<file path="src/kvt_pkg.sv">
`timescale 1ns / 1ps
// ---------------------------------------------------------------------------
// kvt_pkg: shared definitions for the linear key/value table
// Port widths, default sizes, opcodes, state codes and the cell command.
// ---------------------------------------------------------------------------
package kvt_pkg;

  // Fixed port widths
  localparam int KVT_OP_W    = 3;
  localparam int KVT_KEY_PW  = 32;
  localparam int KVT_VAL_PW  = 32;
  localparam int KVT_POS_W   = 8;
  localparam int KVT_CNT_PW  = 9;
  localparam int KVT_LIMIT_W = 9;

  // Default build sizes
  localparam int KVT_CAPACITY    = 256;
  localparam int KVT_KEY_WIDTH   = 32;
  localparam int KVT_VALUE_WIDTH = 32;

  localparam logic [KVT_LIMIT_W-1:0] KVT_LIMIT_RESET = 9'd256;

  typedef enum logic [KVT_OP_W-1:0] {
    OP_INSERT  = 3'd0,
    OP_UPDATE  = 3'd1,
    OP_UPSERT  = 3'd2,
    OP_ERASE   = 3'd3,
    OP_LOOKUP  = 3'd4,
    OP_READ_AT = 3'd5
  } kvt_op_t;

  typedef enum logic [1:0] {
    ST_IDLE  = 2'b01,
    ST_APPLY = 2'b10
  } kvt_state_t;

  // Broadcast command from the controller to every cell
  typedef struct packed {
    logic search;   // compare against the incoming request
    logic by_pos;   // pick the cell by position instead of by key
    logic update;   // overwrite value in the matching cell
    logic append;   // write key and value into the first free cell
    logic shift;    // pull entries down from the neighbor at and after erase point
  } kvt_cmd_t;

endpackage

</file>
<file path="src/kvt_cell.sv">
`timescale 1ns / 1ps
// ---------------------------------------------------------------------------
// kvt_cell: one table entry
// Holds a key and a value, compares on search, writes or shifts on apply.
// ---------------------------------------------------------------------------
module kvt_cell import kvt_pkg::*; #(
  parameter int IDX         = 0,
  parameter int IW          = 9,
  parameter int KEY_WIDTH   = KVT_KEY_WIDTH,
  parameter int VALUE_WIDTH = KVT_VALUE_WIDTH
) (
  input  logic                   clk,
  input  kvt_cmd_t               cmd,
  input  logic [KEY_WIDTH-1:0]   req_key,
  input  logic [VALUE_WIDTH-1:0] req_value,
  input  logic [IW-1:0]          req_pos,
  input  logic [IW-1:0]          count,
  input  logic [IW-1:0]          erase_pos,
  input  logic [KEY_WIDTH-1:0]   nbr_key,
  input  logic [VALUE_WIDTH-1:0] nbr_value,
  output logic [KEY_WIDTH-1:0]   key,
  output logic [VALUE_WIDTH-1:0] value,
  output logic                   match,
  output logic [KEY_WIDTH-1:0]   pick_key,
  output logic [VALUE_WIDTH-1:0] pick_value
);

  localparam logic [IW-1:0] MY_IDX = IW'(IDX);

  logic [KEY_WIDTH-1:0]   key_r;
  logic [VALUE_WIDTH-1:0] value_r;
  logic                   match_r;
  logic                   pick_r;
  logic                   held;
  logic                   key_hit;

  assign held    = (MY_IDX < count);
  assign key_hit = held && (key_r == req_key);

  always_ff @(posedge clk) begin
    if (cmd.search) begin
      match_r <= key_hit;
      pick_r  <= cmd.by_pos ? (held && (MY_IDX == req_pos)) : key_hit;
    end
  end

  always_ff @(posedge clk) begin
    if (cmd.append && (MY_IDX == count)) begin
      key_r   <= req_key;
      value_r <= req_value;
    end else if (cmd.update && match_r) begin
      value_r <= req_value;
    end else if (cmd.shift && (MY_IDX >= erase_pos)) begin
      key_r   <= nbr_key;
      value_r <= nbr_value;
    end
  end

  assign key        = key_r;
  assign value      = value_r;
  assign match      = match_r;
  assign pick_key   = pick_r ? key_r : '0;
  assign pick_value = pick_r ? value_r : '0;

endmodule

</file>
<file path="config.mk">
export PLATFORM = sky130hd
export DESIGN_NAME = kvt_cell
export DESIGN_NICKNAME = d
export VERILOG_FILES = /design/src/kvt_pkg.sv /design/src/kvt_cell.sv
export SDC_FILE = /design/constraint.sdc
export NUM_CORES = 1
export LEC_CHECK = 0
export ABC_AREA = 1
export BUFFER_PORTS_ARGS = -buffer_cell sky130_fd_sc_hd__buf_4
export CORE_AREA = 2 2 113 115
export CTS_BUF_LIST = sky130_fd_sc_hd__clkbuf_8
export CTS_CLUSTER_DIAMETER = 200
export DETAILED_ROUTE_END_ITERATION = 12
export DIE_AREA = 0 0 115 117
export PLACE_DENSITY = 0.71
export SYNTH_ARGS = -nofsm -noshare
export SYNTH_HDL_FRONTEND = slang
export SYNTH_SLANG_ARGS = --single-unit
export TNS_END_PERCENT = 30
</file>
<file path="constraint.sdc">
create_clock -name clk -period 4.7 [get_ports clk]
set_clock_uncertainty 0.05 [all_clocks]
set_input_delay 0.47 -clock clk [delete_from_list [all_inputs] [get_ports clk]]
set_output_delay 0.47 -clock clk [all_outputs]
set_load 0.01 [all_outputs]
</file>
Yosys cells after proc, flatten, opt, wreduce, memory -nomap -nowiden
Cells that the tools add are included.
- logic and storage cells: 27
- latch bits: 0
- input port bits: 161
- register bits after elaboration: 66
- output and inout port bits: 129
- memory bits (read-only): 0
- memories kept: 0
- memory bits (writable): 0
- $mul: 0
- magnitude comparators: 2
- divide/modulo/power cells: 0
- shifts and indexed selects: 0
- equality and inequality tests: 2
- reductions and logical operators: 10
- $add $sub $neg: 0
- bitwise gates (word level): 0
- multiplexer cells: 9
- operator list (cell ; count):
    32-bit two-way mux ; 8
    32-bit equality test ; 1
    9-bit zero test ; 2
    1-bit by 9-bit >= comparator with 1-bit output, first input constant ; 1
    1-bit by 9-bit < comparator with 1-bit output, first input constant ; 1
    1-bit logical AND ; 5
    3-bit nonzero test ; 1
    2-bit != test, second input constant ; 1
    2-bit AND reduction ; 1
    2-bit nonzero test ; 1
    1-bit two-way mux ; 1

Depth between registers and ports, before layout
- word-level depth: 5
- depth in mapped cells: 10
- depth with buffers taken out: 9

Least setup slack after synthesis
OpenSTA, ideal clock, no wires.
- path kind: input port to flip-flop
- from: in erase_pos[7]
- to: reg key_r[0] (netlist: key[0]), enable pin
- arrival: 3161 ps
- stages on the path: 3
- buffers on the path: 0
- setup slack: 1023 ps
- data required time: 4184 ps
- setup time: 466 ps
- path through: nor4_1 nand4_1 o21ai_0
- word-level cells in the longest chain between the ends: 4
- RTL lines (element ; RTL line ; source):
    start: declaration ; kvt_cell.sv:18 ; input logic [IW-1:0] erase_pos,
    1-bit by 9-bit >= comparator with 1-bit output ; kvt_cell.sv:53 ; end else if (cmd.shift && (MY_IDX >= erase_pos)) begin
    1-bit logical AND ; kvt_cell.sv:53 ;
    2-bit nonzero test (no source line) ; - ;
    2-bit AND reduction (no source line) ; - ;
    end signal: assignment ; kvt_cell.sv:49 ; key_r <= req_key;
    end signal: assignment ; kvt_cell.sv:54 ; key_r <= nbr_key;
    end: declaration ; kvt_cell.sv:30 ; logic [KEY_WIDTH-1:0] key_r;
No other way between the ends.
A chain may end at the register's enable or synchronous reset.

Worst setup path in the final report
- from: in count[5]
- to: reg value_r[26] (netlist: value[26]), enable pin
- word-level cells in the longest chain between the ends: 3
- RTL lines (element ; RTL line ; source):
    start: declaration ; kvt_cell.sv:17 ; input logic [IW-1:0] count,
    9-bit zero test ; kvt_cell.sv:48 ; if (cmd.append && (MY_IDX == count)) begin
    1-bit logical AND ; kvt_cell.sv:48 ;
    3-bit nonzero test (no source line) ; - ;
    end signal: assignment ; kvt_cell.sv:50 ; value_r <= req_value;
    end signal: assignment ; kvt_cell.sv:52 ; value_r <= req_value;
    end signal: assignment ; kvt_cell.sv:55 ; value_r <= nbr_value;
    end: declaration ; kvt_cell.sv:31 ; logic [VALUE_WIDTH-1:0] value_r;
No other way between the ends.

==> results.py <==
metrics = {
    "final_layout": {
        "finalNetCount": 995,
        "drive_above_1_share_pct": 37.31,
        "post-route-util_pct": 53.41,
        "layout.cells.non_filler": 989,
        "final_cell_area_mm2": 0.006576,
        "num_antenna_cells": 0,
        "area_growth_pct": 61.87,
    },
    "global_routing": {
        "track_usage_pct": 19.21,
        "grt_pass1_vias": 3811,
        "antenna_found_initial": 0,
        "overflow": 0,
        "grt_pass1_wl_um": 19700,
        "grt_max_degree": 48,
    },
    "synth": {
        "synth_top_family_by_area": "simple AND/OR/NAND/NOR gates",
        "synthMuxAreaShare_pct": 0,
        "syn_inst": 551,
        "yosys_warnings": 0,
        "yosysTopAreaCell": "edfxtp_1",
        "synth_compound_gate_area_share_pct": 2.125,
        "avgSynthCellArea_um2": 7.373,
        "synth-seq-cells": 66,
        "yosys-top-cells-area": "edfxtp_1, nand2_1, inv_1",
        "synth_xor_area_share_pct": 4.743,
        "syn-num-nets": 712,
        "synth.distinct_cells": 25,
        "synth-simple-area-share_pct": 32.55,
        "synth_area_mm2": 0.004063,
        "yosysTopAreaCellShare_pct": 48.78,
        "synth_fa_ha_area_share_pct": 0,
        "seq_area_frac_synth_pct": 48.78,
    },
    "timing": {
        "period_needed_ns": 2.741,
        "fin_ws_ns": 1.959,
        "finalSetupTns_ns": 0,
        "max_freq_ghz": 0.3649,
        "setup_viol": 0,
        "worst_slew_pin_slew_ns": 1.090,
        "slew_headroom_pct": 27.07,
        "fin_crit_sh_pct": 58.31,
        "slew_viol_final": 0,
        "report.final.hold_viol_count": 0,
        "rsz0062_at_grt": "no",
        "hold_ws_ns": 0.3027,
    },
    "power_and_ir_drop": {
        "peakVddDrop_uv": 157.6,
        "power_density_mw_per_mm2": 235.0,
        "power_leakage_nw": 3.736,
        "power_mw": 1.545,
    },
    "clock_tree": {
        "cts_tree": "done",
        "cts.path.max_buffers": 2,
        "clk_pin_slew_ns": 0.08,
        "insertion_delay_ns": 0.34,
        "ctsRootBufferMaster": "clkbuf_8",
        "cts_made_buffers": 9,
        "cts_resized": 0,
        "htreeDepth": 3,
        "ctsHoldBuffers": 0,
        "postCtsSetupBuffers": 0,
        "cts_sinks": 66,
    },
    "drt": {
        "vias_per_cell": 4.344,
        "drc_errors": 0,
        "vias": 4296,
        "dr.first_iter.drc_count": 260,
        "ant_nets": 0,
        "wl_per_cell_um": 13.97,
        "drt-pass1-iter-count": 5,
        "wl_um": 13820,
    },
    "floorplanning": {
        "dieArea_mm2": 0.01346,
        "num_rows": 41,
        "die_h_um": 117,
        "core_area_mm2": 0.01231,
        "floorplan.initialDensity_pct": 33.00,
        "die_w_um": 115,
        "pin_count": 290,
    },
    "outcome": {
        "status": "finished, final reports clean",
    },
    "setup_path": {
        "slowest_stage": "nand2_1",
        "worst_setup_path_end_kind": "flop",
        "crit_required_ns": 4.67,
        "crit_path_frequent_cell": "buf_4",
        "cp_max_fo": 47,
        "cp-start-kind": "input port",
        "arrival_ns": 2.71,
        "crit_type": "in -> reg",
        "cp_cell_sequence": "buf_4, or2_1, nor2_2, nand3_2, buf_4, nand2_8, inv_2, nand2_1, buf_4",
        "worst_path_largest_cell_delay_ns": 0.49,
    },
    "placement": {
        "place_area_mm2": 0.006327,
        "dp_hpwl_um": 11040,
        "gp_congestion": 0.8179,
        "portBuffers": 289,
        "dp.cells": 973,
        "dp_slack_ns": 1.581,
    },
    "run": {
        "max_cap_viol_count": 0,
    },
    "min_path": {
        "holdCritPathClass": "in -> reg",
    },
}
-- cell usage after synthesis --
cell type and count:
nand3_1 6, nor4_1 4, nand4_1 3, nor3_1 2, nor2_2 1, xor2_1 11, inv_1 93, nor3b_1 1
nor2b_1 1, xnor2_1 11, buf_6 4, nand3b_1 4, or2_1 1, inv_2 1, o22ai_1 1, buf_1 2
nor2_1 26, nand3_2 1, o21ai_0 16, nand2_1 281, buf_2 2, buf_4 5, edfxtp_1 66, nand2_8 1
clkbuf_1 7
-- where the power goes --
group / switching, mW / internal [mW]
Combinational: 0.113 / 0.152
Clock: 0.248 / 0.358
Sequential: 0.0109 / 0.662
Total: 0.372 / 1.17
-- cell families (layout without fill, tap and decap cells) --
| family | Yosys count | in the layout |
|---|---|---|
| buf+inv | 114 | 402 |
| simple gates | 332 | 332 |
| xor+xnor | 22 | 22 |
| flops | 66 | 66 |
| compound gates | 17 | 17 |
-- placed cells by master (no fill, tap or decap), drive strengths merged, types with 3 or more instances in the layout --
cell type    n
nand3b       4
edfxtp      66
bufinv       3
nor2        27
nand3        7
nand2      282
nor4         4
buf        292
nand4        3
xor2        11
o21ai       16
xnor2       11
inv         96
clkbuf       9
-- final cells by class --
cell class	count	area [um2]
timing repair buffer	292	2192
fill	1225	5736
multi-input combinational	371	1613
inverter	94	352.8
sequential	66	1982
tap	150	187.7
clock inverter	7	125.1
clock buffer	9	123.9
-- per-layer routing --
layer | track usage [%] | vias up | part of all wire (%)
li1 | - | 2228 | -
met1 | 25.82 | 1916 | 43
met2 | 31.88 | 138 | 51
met3 | 3.656 | 14 | 5.5
met4 | 5.382 | 0 | 1.1
met5 | 0 | - | 0
-- state kept, by name, indices dropped and copies added, names as in the netlist --
name	count
key	32
value	32
match	1
pick_r	1
-- worst max-delay path, delay by kind of cell --
family	cells	cell delay [ns]
simple gates	5	1.17
buf+inv	4	1.03
-- worst paths after layout --
kind | from | endpoint | slack (ns) | cells past startpoint
worst min-delay path | cmd[4] | pick_r$_DFFE_PP_ | 0.30 | 1
worst max register to register | match$_DFFE_PP_ | value[26]$_DFFE_PP_ | 2.33 | 5
worst min register to register | key[11]$_DFFE_PP_ | match$_DFFE_PP_ | 0.87 | 5
worst max-delay path | count[5] | value[26]$_DFFE_PP_ | 1.96 | 9
Power figures use the tool's default switching activity.
